File: src/rtl/sraq_pkg.sv
// Package for the selective-repeat ARQ window controller: sequence and window sizes,
// action codes, command codes, frame kinds, reset timer lengths and the controller/datapath types. No dependencies.
`default_nettype none
package sraq_pkg;
  // Sequence numbers run modulo SEQ_SPACE; a receive slot is a sequence number modulo WINDOW.
  localparam int MAX_SEQ_NUMBER = 31;
  localparam int SEQ_SPACE      = MAX_SEQ_NUMBER + 1;
  localparam int WINDOW         = 16;

  localparam logic [2:0] ACT_DATA    = 3'd0;
  localparam logic [2:0] ACT_ACK     = 3'd1;
  localparam logic [2:0] ACT_NAK     = 3'd2;
  localparam logic [2:0] ACT_TSTART  = 3'd3;
  localparam logic [2:0] ACT_TSTOP   = 3'd4;
  localparam logic [2:0] ACT_ASTART  = 3'd5;
  localparam logic [2:0] ACT_DELIVER = 3'd6;
  localparam logic [2:0] ACT_STATUS  = 3'd7;

  localparam logic [2:0] CMD_NET   = 3'd0;
  localparam logic [2:0] CMD_PHYS  = 3'd1;
  localparam logic [2:0] CMD_FRAME = 3'd2;
  localparam logic [2:0] CMD_DTO   = 3'd3;
  localparam logic [2:0] CMD_ATO   = 3'd4;

  localparam logic [1:0] KIND_DATA = 2'd0;
  localparam logic [1:0] KIND_ACK  = 2'd1;
  localparam logic [1:0] KIND_NAK  = 2'd2;

  localparam logic [15:0] DATA_TO_RST  = 16'd2500;
  localparam logic [15:0] ACK_TO_RST   = 16'd300;
  localparam logic [15:0] STAGGER_RST  = 16'd800;

  // Datapath operations issued by the controller, one per cycle.
  typedef enum logic [3:0] {
    OP_NONE,
    OP_LATCH,      // capture the event fields
    OP_NET_SEND,   // send next_to_send, bump counters
    OP_PHYS,       // set phys_ready
    OP_ACK_SEND,   // emit ack
    OP_BAD_FRAME,  // nak or ack-timer start on a corrupt frame
    OP_RX_NAK,     // nak on out-of-order data
    OP_RX_MARK,    // set arrived mark
    OP_RX_DELIVER, // deliver expected_rx
    OP_RX_ASTART,  // ack timer start
    OP_NAK_RESEND, // resend frame named by a nak
    OP_TSTOP,      // release oldest_unacked
    OP_TO_SEND,    // resend timed-out frame
    OP_TO_FIRST,   // start successor timer
    OP_TO_NEXT,    // start later timers
    OP_STATUS      // status item
  } op_e;

  typedef struct packed {
    logic ok;
    logic is_data;
    logic is_nak;
    logic nak_cond;     // out-of-order data and NAK allowed
    logic mark_cond;    // frame in rx window and not yet marked
    logic deliver_rdy;  // mark at expected_rx set
    logic resend_cond;  // nak target inside send window
    logic ack_pending;  // tstop loop continues
    logic to_more;      // more timers to start after timeout
    logic net_ok;       // buffer space for a send
  } dp_status_t;
endpackage
`default_nettype wire

File: src/rtl/sraq_datapath.sv
// Datapath of the ARQ window controller: windows, marks, counters and result register.
// Depends on sraq_pkg.
`default_nettype none
module sraq_datapath (
  input  wire logic               clk_i,
  input  wire logic               rst_ni,
  input  wire sraq_pkg::op_e      op_i,
  input  wire logic               frame_ok_i,
  input  wire logic [1:0]         frame_kind_i,
  input  wire logic [4:0]         frame_seq_i,
  input  wire logic [4:0]         frame_ack_i,
  input  wire logic [4:0]         timeout_seq_i,
  input  wire logic [15:0]        data_timeout_i,
  input  wire logic [15:0]        ack_timeout_i,
  input  wire logic [15:0]        resend_stagger_i,
  output sraq_pkg::dp_status_t    status_o,
  output logic                    valid_o,
  output logic [2:0]              action_o,
  output logic [4:0]              seq_o,
  output logic [4:0]              piggy_ack_o,
  output logic [15:0]             timer_length_o,
  output logic                    network_enable_o,
  output logic                    last_o
);
  import sraq_pkg::*;

  localparam int SeqSpace = SEQ_SPACE;
  localparam int SeqW     = $clog2(SeqSpace);
  localparam int Window   = WINDOW;
  localparam int SlotW = (Window > 1) ? $clog2(Window) : 1;
  localparam int CntW  = $clog2(Window + 1);
  localparam logic [SeqW-1:0] SeqMax = SeqW'(SeqSpace - 1);

  logic [SeqW-1:0] nts_q, old_q, exp_q, rwe_q, fseq_q, fack_q, tseq_q, iter_q;
  logic [CntW-1:0] buf_q;
  logic            nak_ok_q, phys_q;
  logic [Window-1:0] marks_q;
  logic            ok_q;
  logic [1:0]      kind_q;
  logic            rx_ack_q; // ack timer start still owed for this frame

  function automatic logic [SeqW-1:0] inc_f(input logic [SeqW-1:0] v);
    return (v == SeqMax) ? '0 : v + 1'b1;
  endfunction

  function automatic logic [SeqW-1:0] mod_f(input logic [4:0] v);
    logic [5:0] w;
    w = {1'b0, v};
    if (w >= 6'(SeqSpace)) w = w - 6'(SeqSpace);
    return w[SeqW-1:0];
  endfunction

  function automatic logic in_win_f(input logic [SeqW-1:0] lo, input logic [SeqW-1:0] x,
                                    input logic [SeqW-1:0] hi);
    return (lo <= x && x < hi) || (lo <= x && hi < lo) || (x < hi && hi < lo);
  endfunction

  // The window is a power of two that divides the sequence space, so the slot is
  // simply the low bits of the sequence number.
  function automatic logic [SlotW-1:0] slot_f(input logic [SeqW-1:0] s);
    return s[SlotW-1:0];
  endfunction

  logic [SeqW-1:0] piggy;
  logic [16:0]     later_sum;
  logic [15:0]     later;
  logic [SeqW-1:0] nak_tgt;

  assign piggy     = (exp_q == '0) ? SeqMax : exp_q - 1'b1;
  assign later_sum = {1'b0, resend_stagger_i} + {1'b0, ack_timeout_i};
  assign later     = later_sum[16] ? 16'hFFFF : later_sum[15:0];
  assign nak_tgt   = inc_f(fack_q);

  always_comb begin
    status_o.ok          = ok_q;
    status_o.is_data     = (kind_q == KIND_DATA);
    status_o.is_nak      = (kind_q == KIND_NAK);
    status_o.nak_cond    = (fseq_q != exp_q) && nak_ok_q;
    status_o.mark_cond   = in_win_f(exp_q, fseq_q, rwe_q) && !marks_q[slot_f(fseq_q)];
    status_o.deliver_rdy = marks_q[slot_f(exp_q)];
    status_o.resend_cond = in_win_f(old_q, nak_tgt, nts_q);
    status_o.ack_pending = in_win_f(old_q, fack_q, nts_q);
    status_o.to_more     = in_win_f(tseq_q, iter_q, nts_q);
    status_o.net_ok      = (buf_q < CntW'(Window));
  end

  always_ff @(posedge clk_i or negedge rst_ni) begin
    if (!rst_ni) begin
      nts_q    <= '0;
      old_q    <= '0;
      exp_q    <= '0;
      rwe_q    <= SeqW'(Window % SeqSpace);
      buf_q    <= '0;
      nak_ok_q <= 1'b1;
      phys_q   <= 1'b0;
      marks_q  <= '0;
      valid_o  <= 1'b0;
      rx_ack_q <= 1'b0;
      ok_q     <= 1'b0;
      kind_q   <= KIND_DATA;
      fseq_q   <= '0;
      fack_q   <= '0;
      tseq_q   <= '0;
      iter_q   <= '0;
      action_o <= ACT_DATA;
      seq_o    <= '0;
      piggy_ack_o      <= '0;
      timer_length_o   <= '0;
      network_enable_o <= 1'b0;
      last_o           <= 1'b0;
    end else begin
      valid_o <= 1'b0;
      unique case (op_i)
        OP_NONE: ;
        OP_LATCH: begin
          ok_q     <= frame_ok_i;
          kind_q   <= frame_kind_i;
          fseq_q   <= mod_f(frame_seq_i);
          fack_q   <= mod_f(frame_ack_i);
          tseq_q   <= mod_f(timeout_seq_i);
          rx_ack_q <= 1'b1;
        end
        OP_NET_SEND: begin
          buf_q <= buf_q + 1'b1;
          phys_q <= 1'b0;
          nts_q <= inc_f(nts_q);
          valid_o <= 1'b1;
          action_o <= ACT_DATA; seq_o <= 5'(nts_q); piggy_ack_o <= 5'(piggy);
          timer_length_o <= data_timeout_i; network_enable_o <= 1'b0; last_o <= 1'b0;
        end
        OP_PHYS: phys_q <= 1'b1;
        OP_ACK_SEND: begin
          phys_q <= 1'b0;
          valid_o <= 1'b1;
          action_o <= ACT_ACK; seq_o <= '0; piggy_ack_o <= 5'(piggy);
          timer_length_o <= '0; network_enable_o <= 1'b0; last_o <= 1'b0;
        end
        OP_BAD_FRAME: begin
          valid_o <= 1'b1;
          seq_o <= '0; network_enable_o <= 1'b0; last_o <= 1'b0;
          if (nak_ok_q || fseq_q == exp_q) begin
            nak_ok_q <= 1'b0; phys_q <= 1'b0;
            action_o <= ACT_NAK; piggy_ack_o <= 5'(piggy); timer_length_o <= '0;
          end else begin
            action_o <= ACT_ASTART; piggy_ack_o <= '0; timer_length_o <= ack_timeout_i;
          end
        end
        OP_RX_NAK: begin
          nak_ok_q <= 1'b0; phys_q <= 1'b0; rx_ack_q <= 1'b0;
          valid_o <= 1'b1;
          action_o <= ACT_NAK; seq_o <= '0; piggy_ack_o <= 5'(piggy);
          timer_length_o <= '0; network_enable_o <= 1'b0; last_o <= 1'b0;
        end
        OP_RX_MARK: marks_q[slot_f(fseq_q)] <= 1'b1;
        OP_RX_DELIVER: begin
          nak_ok_q <= 1'b1; rx_ack_q <= 1'b1;
          marks_q[slot_f(exp_q)] <= 1'b0;
          exp_q <= inc_f(exp_q);
          rwe_q <= inc_f(rwe_q);
          valid_o <= 1'b1;
          action_o <= ACT_DELIVER; seq_o <= 5'(exp_q); piggy_ack_o <= '0;
          timer_length_o <= '0; network_enable_o <= 1'b0; last_o <= 1'b0;
        end
        OP_RX_ASTART: begin
          valid_o <= rx_ack_q;
          action_o <= ACT_ASTART; seq_o <= '0; piggy_ack_o <= '0;
          timer_length_o <= ack_timeout_i; network_enable_o <= 1'b0; last_o <= 1'b0;
        end
        OP_NAK_RESEND: begin
          phys_q <= 1'b0;
          valid_o <= 1'b1;
          action_o <= ACT_DATA; seq_o <= 5'(nak_tgt); piggy_ack_o <= 5'(piggy);
          timer_length_o <= data_timeout_i; network_enable_o <= 1'b0; last_o <= 1'b0;
        end
        OP_TSTOP: begin
          if (buf_q != '0) buf_q <= buf_q - 1'b1;
          old_q <= inc_f(old_q);
          valid_o <= 1'b1;
          action_o <= ACT_TSTOP; seq_o <= 5'(old_q); piggy_ack_o <= '0;
          timer_length_o <= '0; network_enable_o <= 1'b0; last_o <= 1'b0;
        end
        OP_TO_SEND: begin
          phys_q <= 1'b0;
          valid_o <= 1'b1;
          action_o <= ACT_DATA; seq_o <= 5'(tseq_q); piggy_ack_o <= 5'(piggy);
          timer_length_o <= data_timeout_i; network_enable_o <= 1'b0; last_o <= 1'b0;
        end
        OP_TO_FIRST: begin
          iter_q <= inc_f(inc_f(tseq_q));
          valid_o <= 1'b1;
          action_o <= ACT_TSTART; seq_o <= 5'(inc_f(tseq_q)); piggy_ack_o <= '0;
          timer_length_o <= resend_stagger_i; network_enable_o <= 1'b0; last_o <= 1'b0;
        end
        OP_TO_NEXT: begin
          iter_q <= inc_f(iter_q);
          valid_o <= 1'b1;
          action_o <= ACT_TSTART; seq_o <= 5'(iter_q); piggy_ack_o <= '0;
          timer_length_o <= later; network_enable_o <= 1'b0; last_o <= 1'b0;
        end
        OP_STATUS: begin
          valid_o <= 1'b1;
          action_o <= ACT_STATUS; seq_o <= '0; piggy_ack_o <= '0; timer_length_o <= '0;
          network_enable_o <= (buf_q < CntW'(Window)) && phys_q;
          last_o <= 1'b1;
        end
        default: ;
      endcase
    end
  end
endmodule
`default_nettype wire

File: src/rtl/sraq_ctrl.sv
// Controller state machine of the ARQ window controller; sequences datapath operations.
// Depends on sraq_pkg.
`default_nettype none
module sraq_ctrl (
  input  wire logic                 clk_i,
  input  wire logic                 rst_ni,
  input  wire logic                 start_i,
  input  wire logic [2:0]           command_i,
  input  wire sraq_pkg::dp_status_t status_i,
  output logic                      busy_o,
  output sraq_pkg::op_e             op_o
);
  import sraq_pkg::*;

  typedef enum logic [3:0] {
    S_IDLE, S_DISPATCH, S_RX_CHECK, S_RX_MARK, S_RX_DELIVER, S_RX_ASTART,
    S_NAK_CHECK, S_TSTOP, S_TO_FIRST, S_TO_NEXT, S_STATUS
  } state_e;

  state_e     state_q;
  logic [2:0] cmd_q;

  assign busy_o = (state_q != S_IDLE);

  always_comb begin
    op_o = OP_NONE;
    unique case (state_q)
      S_IDLE:       op_o = start_i ? OP_LATCH : OP_NONE;
      S_DISPATCH: begin
        unique case (cmd_q)
          CMD_NET:   op_o = status_i.net_ok ? OP_NET_SEND : OP_NONE;
          CMD_PHYS:  op_o = OP_PHYS;
          CMD_ATO:   op_o = OP_ACK_SEND;
          CMD_DTO:   op_o = OP_TO_SEND;
          CMD_FRAME: op_o = !status_i.ok ? OP_BAD_FRAME : OP_NONE;
          default:   op_o = OP_NONE;
        endcase
      end
      S_RX_CHECK:   op_o = status_i.nak_cond ? OP_RX_NAK : OP_NONE;
      S_RX_MARK:    op_o = status_i.mark_cond ? OP_RX_MARK : OP_NONE;
      S_RX_DELIVER: op_o = status_i.deliver_rdy ? OP_RX_DELIVER : OP_NONE;
      S_RX_ASTART:  op_o = OP_RX_ASTART;
      S_NAK_CHECK:  op_o = status_i.resend_cond ? OP_NAK_RESEND : OP_NONE;
      S_TSTOP:      op_o = status_i.ack_pending ? OP_TSTOP : OP_NONE;
      S_TO_FIRST:   op_o = OP_TO_FIRST;
      S_TO_NEXT:    op_o = status_i.to_more ? OP_TO_NEXT : OP_NONE;
      S_STATUS:     op_o = OP_STATUS;
      default:      op_o = OP_NONE;
    endcase
  end

  always_ff @(posedge clk_i or negedge rst_ni) begin
    if (!rst_ni) begin
      state_q <= S_IDLE;
      cmd_q   <= CMD_NET;
    end else begin
      unique case (state_q)
        S_IDLE: begin
          if (start_i) begin
            cmd_q   <= command_i;
            state_q <= S_DISPATCH;
          end
        end
        S_DISPATCH: begin
          if (cmd_q == CMD_FRAME && status_i.ok) begin
            state_q <= status_i.is_data ? S_RX_CHECK :
                       status_i.is_nak ? S_NAK_CHECK : S_TSTOP;
          end else if (cmd_q == CMD_DTO) begin
            state_q <= S_TO_FIRST;
          end else begin
            state_q <= S_STATUS;
          end
        end
        S_RX_CHECK:   state_q <= S_RX_MARK;
        S_RX_MARK:    state_q <= status_i.mark_cond ? S_RX_DELIVER : S_RX_ASTART;
        S_RX_DELIVER: if (!status_i.deliver_rdy) state_q <= S_RX_ASTART;
        S_RX_ASTART:  state_q <= S_TSTOP;
        S_NAK_CHECK:  state_q <= S_TSTOP;
        S_TSTOP:      if (!status_i.ack_pending) state_q <= S_STATUS;
        S_TO_FIRST:   state_q <= S_TO_NEXT;
        S_TO_NEXT:    if (!status_i.to_more) state_q <= S_STATUS;
        S_STATUS:     state_q <= S_IDLE;
        default:      state_q <= S_IDLE;
      endcase
    end
  end
endmodule
`default_nettype wire

File: src/rtl/selective_repeat_arq_controller.sv
// Top level of the selective-repeat ARQ window controller: APB register bank,
// controller and datapath. Depends on sraq_pkg, sraq_ctrl and sraq_datapath.
//
//  Channel   Signals                                   Transaction
//  event     start_i, busy_o, command_i, frame_*_i,    start_i high while busy_o low
//            timeout_seq_i
//  result    valid_o, action_o, seq_o, piggy_ack_o,    one cycle with valid_o high
//            timer_length_o, network_enable_o, last_o
//  config    psel, penable, pwrite, paddr, pwdata,     psel, penable, pwrite, pready high
//            prdata, pready
//
// One event is processed at a time. After acceptance a dispatch state issues the first
// action, if any, each loop (deliveries, timer stops, timer restarts) issues one step per
// cycle until it finds its end, and a final state issues the status item; each result is
// registered and shown in the cycle after it is issued. The longest event is a data frame
// that delivers 16 slots and releases 16 frames. Reset is asynchronous and active low and
// restores all windows, marks and registers. The receiver cannot stall: each result is
// shown for exactly one cycle.
`default_nettype none
module selective_repeat_arq_controller (
  input  wire logic        clk_i,
  input  wire logic        rst_ni,
  input  wire logic        start_i,
  output logic             busy_o,
  input  wire logic [2:0]  command_i,
  input  wire logic        frame_ok_i,
  input  wire logic [1:0]  frame_kind_i,
  input  wire logic [4:0]  frame_seq_i,
  input  wire logic [4:0]  frame_ack_i,
  input  wire logic [4:0]  timeout_seq_i,
  output logic             valid_o,
  output logic [2:0]       action_o,
  output logic [4:0]       seq_o,
  output logic [4:0]       piggy_ack_o,
  output logic [15:0]      timer_length_o,
  output logic             network_enable_o,
  output logic             last_o,
  input  wire logic        psel,
  input  wire logic        penable,
  input  wire logic        pwrite,
  input  wire logic [3:0]  paddr,
  input  wire logic [31:0] pwdata,
  output logic [31:0]      prdata,
  output logic             pready
);
  import sraq_pkg::*;

  localparam logic [1:0] REG_DATA_TO = 2'd0;
  localparam logic [1:0] REG_ACK_TO  = 2'd1;
  localparam logic [1:0] REG_STAGGER = 2'd2;

  logic [15:0] data_to_q, ack_to_q, stagger_q;
  logic        wr_en;

  assign pready = 1'b1;
  assign wr_en  = psel && penable && pwrite;

  // Register file: three 16-bit timer lengths at byte addresses 0, 4 and 8.
  always_ff @(posedge clk_i or negedge rst_ni) begin
    if (!rst_ni) begin
      data_to_q <= DATA_TO_RST;
      ack_to_q  <= ACK_TO_RST;
      stagger_q <= STAGGER_RST;
    end else if (wr_en) begin
      if (paddr[3:2] == REG_DATA_TO) data_to_q <= pwdata[15:0];
      if (paddr[3:2] == REG_ACK_TO)  ack_to_q  <= pwdata[15:0];
      if (paddr[3:2] == REG_STAGGER) stagger_q <= pwdata[15:0];
    end
  end

  always_comb begin
    prdata = '0;
    unique case (paddr[3:2])
      REG_DATA_TO: prdata = {16'd0, data_to_q};
      REG_ACK_TO:  prdata = {16'd0, ack_to_q};
      REG_STAGGER: prdata = {16'd0, stagger_q};
      default:     prdata = '0;
    endcase
  end

  dp_status_t status;
  op_e        op;

  sraq_ctrl u_ctrl (
    .clk_i    (clk_i),
    .rst_ni   (rst_ni),
    .start_i  (start_i),
    .command_i(command_i),
    .status_i (status),
    .busy_o   (busy_o),
    .op_o     (op)
  );

  sraq_datapath u_dp (
    .clk_i           (clk_i),
    .rst_ni          (rst_ni),
    .op_i            (op),
    .frame_ok_i      (frame_ok_i),
    .frame_kind_i    (frame_kind_i),
    .frame_seq_i     (frame_seq_i),
    .frame_ack_i     (frame_ack_i),
    .timeout_seq_i   (timeout_seq_i),
    .data_timeout_i  (data_to_q),
    .ack_timeout_i   (ack_to_q),
    .resend_stagger_i(stagger_q),
    .status_o        (status),
    .valid_o         (valid_o),
    .action_o        (action_o),
    .seq_o           (seq_o),
    .piggy_ack_o     (piggy_ack_o),
    .timer_length_o  (timer_length_o),
    .network_enable_o(network_enable_o),
    .last_o          (last_o)
  );
endmodule
`default_nettype wire
File: config.mk
export PLATFORM = sky130hd
export DESIGN_NAME = selective_repeat_arq_controller
export DESIGN_NICKNAME = d
export VERILOG_FILES = /design/src/rtl/sraq_pkg.sv /design/src/rtl/sraq_datapath.sv /design/src/rtl/sraq_ctrl.sv /design/src/rtl/selective_repeat_arq_controller.sv
export SDC_FILE = /design/constraint.sdc
export NUM_CORES = 1
export LEC_CHECK = 0
export BUFFER_PORTS_ARGS = -buffer_cell sky130_fd_sc_hd__buf_2
export CORE_MARGIN = 2
export CORE_UTILIZATION = 64
export CTS_CLUSTER_DIAMETER = 150
export DETAILED_ROUTE_END_ITERATION = 8
export GPL_ROUTABILITY_DRIVEN = 0
export HOLD_SLACK_MARGIN = 0.08
export PLACE_DENSITY = 0.87
export SETUP_SLACK_MARGIN = 0.02
export SLEW_MARGIN = 0
export SYNTH_ARGS = -nofsm -noshare
export SYNTH_HDL_FRONTEND = slang
export SYNTH_SLANG_ARGS = --single-unit
File: constraint.sdc
create_clock -name clk_i -period 5.91 [get_ports clk_i]
set_input_delay 0.2955 -clock clk_i [delete_from_list [all_inputs] [get_ports clk_i]]
set_output_delay 0.2955 -clock clk_i [all_outputs]
set_load 0.05 [all_outputs]
==> reports/results.txt <==
outcome -> complete, no violations
Max Freq -> 0.2214 GHz
Starting Density -> 64.84%
GRT Util Overall -> 31.98%
final hold viol count -> 0
CTS tree -> built
DP Wirelength -> 18.32 mm
crit-path max cell delay -> 0.65 ns
CP endpoint kind -> flop
total grt overflow -> 0
internal power -> 3.321 mW
placed insts -> 1346
PwrDens -> 563.8 nW/um2
post-CTS setup buffers -> 0
Multi-input gate area -> 5857 um2
CP Max Fanout -> 17
CTS Buf Count -> 17
Slew Limit Fails -> 0
Rows -> 46
Leakage -> 5.327 nW
setup TNS -> 0 ns
slew margin rel. -> 33.26%
RSZ-0062 raised after global routing -> no
critical path class -> flop to flop
FF-to-FF Start -> u_dp.fack_q[0]
critical path arrival -> 4.88 ns
Finished Layout Cells -> 1379
Mean Syn Cell Area -> 9.539 um2
Clock Tree Buf Depth -> 2
Comb power frac -> 53.6%
Slew @ Worst Pin -> 0.9906 ns
most common cell after layout, fill and taps aside -> dfrtp_1
H-tree Lvls -> 4
fillers -> 1130
Buffers on Ports -> 93
Clk network pwr share -> 16.5%
r2r setup slk -> 1.39 ns
placed instance area -> 10820 um2
largest net degree at the start of global routing -> 87
maximum vdd drop -> 0.4109 mV
number of global-route vias before repair -> 8803
Resized cells post-CTS -> 0
Diodes inserted -> 0
cts hold-fix bufs -> 1
Post-Route WL -> 26.32 mm
clock-pin slew on the worst setup and hold paths -> 0.07 ns
Synth Flop Type -> dfrtp_1
fin area -> 11390 um2
Total Power -> 6.421 mW
Sw Pwr -> 3.100 mW
Post-Syn Instances -> 1072
Syn. warnings -> 0
Num Clock Sinks -> 154
first-pass GRT wire length -> 42.71 mm
overall via count from detail_route -> 8937
worst reg2reg path depth -> 16
drt first pass iters -> 6
crit-path most repeated cell -> ha_1
destination of the worst hold path -> u_dp.fack_q[3]
Post-layout nets -> 1301
full die area -> 17010 um2
Yosys reg bits -> 154
CP startpoint -> u_dp.fack_q[0]
Netlist Area Pre-Place -> 10230 um2
Post-synth EDFFs -> 0
I/O pin total -> 129
crit path time final -> 4.518 ns
RR Endpoint -> u_dp.timer_length_o[13]
Die Ht -> 130.4 um
post-synthesis sequential area ratio -> 37.86%
DR WL/cell -> 19.09 um
Cell variety after synth -> 73
initial antenna violation count -> 1
CP required -> 6.27 ns
layout cells sized above 1 -> 21.07%
initial DRC count -> 933
P&R area growth vs syn -> 11.35%
worst skew pair latency -> 0.44 ns
Routed Antenna Nets -> 0
crit-path cells -> ha_1, and3_1, ha_1, or2_2, ha_1, and3_1, o21ai_0, a32oi_1, maj3_1, nor2_1, buf_4, o311a_4, nor2_2, buf_4, a211oi_1, a31oi_1
Worst Skew -> 0.01095 ns
vias per inst -> 6.481
Fin Hold WS -> 0.08866 ns
Crit-path slowest cell -> nor2_2
Cells on Worst Hold Path -> 2
Storage cell area -> 3871 um2
total of max-cap violations -> 0
Core Box Area -> 15770 um2
CP startpoint kind -> flop
DRC Markers -> 0
final worst-path cycle share -> 76.44%
Root Driver -> clkbuf_16
sw frac -> 48.28%
fraction of registers with async set/reset -> 100.0%
hold path startpoint -> frame_ack_i[3]
die width -> 130.4 um
most frequent cells in the layout -> dfrtp_1, o21ai_0, nand2_1
Final setup viols -> 0
worst hold path type -> input pin to flop
Seq pwr share -> 29.9%
-- stage by stage --
| step | setup WS (ns) | utilization, % |
|---|---|---|
| floorplan | 2.033 | - |
| global placement | 1.661 | 68.58 |
| detailed placement | 1.574 | 68.58 |
| CTS | 1.521 | 72.21 |
| global route | 1.219 | 72.21 |
| finish | 1.392 | 72.21 |
-- power by group through the flow --
stage	Combinational (mW)	Sequential, mW	Clock (mW)
after floorplan	2.32	2.07	0
after global placement	3.22	1.89	0
after detailed placement	3.35	1.91	0
after CTS	3.39	1.90	1.06
after global routing	3.78	1.96	1.11
final	3.44	1.92	1.06
-- worst max path at each step --
stage                                         end  depth (start not counted)
final                     u_dp.timer_length_o[13]                         16
after global routing      u_dp.timer_length_o[13]                         16
after CTS                 u_dp.timer_length_o[13]                         16
after detailed placement  u_dp.timer_length_o[11]                         16
after global placement    u_dp.timer_length_o[13]                         16
after floorplan           u_dp.timer_length_o[10]                         16
-- flip-flops by register name, summed over array words and instances, names as in the netlist, 16 cells and up --
signal               flops
ack_to_q                16
u_dp.timer_length_o     16
u_dp.marks_q            16
stagger_q               16
data_to_q               16
-- area by class of cell --
class	count	share of cell area (%)
clock inverter	14	1.165
multi-input combinational	804	51.43
timing repair buffer	107	5.087
clock buffer	18	3.769
sequential	154	34.00
tap	216	2.373
inverter	66	2.176
-- Yosys cell counts (9+ instances only) --
| library cell | count | area, um2 |
|---|---|---|
| dfrtp_1 | 140 | 3503 |
| o21ai_0 | 108 | 540.5 |
| nand2_1 | 101 | 379.1 |
| ha_1 | 86 | 1076 |
| mux2_2 | 70 | 788.3 |
| inv_1 | 66 | 247.7 |
| nor2_1 | 56 | 210.2 |
| a21oi_1 | 41 | 205.2 |
| nand3_1 | 39 | 195.2 |
| clkbuf_1 | 28 | 105.1 |
| a31oi_1 | 20 | 125.1 |
| buf_4 | 19 | 142.6 |
| nand2b_1 | 19 | 118.9 |
| a222oi_1 | 18 | 180.2 |
| mux2i_1 | 18 | 180.2 |
| xnor2_1 | 18 | 157.7 |
| nor3_1 | 16 | 80.08 |
| nand4_1 | 15 | 93.84 |
| a21o_1 | 14 | 105.1 |
| and3_1 | 14 | 87.58 |
| dfstp_2 | 14 | 367.9 |
| buf_2 | 11 | 55.05 |
| nor2b_1 | 10 | 62.56 |
| mux4_2 | 9 | 202.7 |
-- critical path: cells and delay by family (launching register included) --
kind / cells / cell delay [ns]
buf+inv: 2 / 0.57
fa+ha+maj: 4 / 1.00
compound gates: 5 / 1.03
flops: 1 / 0.46
simple gates: 5 / 1.38
-- logic make-up (layout without fill, tap and decap cells) --
kind of cell	Yosys count	count (layout)	synth area share, %
AOI/OAI and AO/OA	274	274	17.35
xor gates and xnor gates	25	25	2.141
adders and majority gates	92	92	11.31
buffers and inverters	129	205	5.640
DFF	154	154	37.86
muxes	97	97	11.45
other	2	17	0.07344
and+or+nand+nor	299	299	14.18
-- per-layer routing --
layer	GRT usage [%]	wire length [um]	vias to the layer above
met4	12.58	767	2
met5	0	20	-
met2	54.36	12770	471
met1	40.24	10590	4314
met3	6.881	2179	82
li1	-	-	4068
No activity file was read; power rests on OpenSTA's default activity.
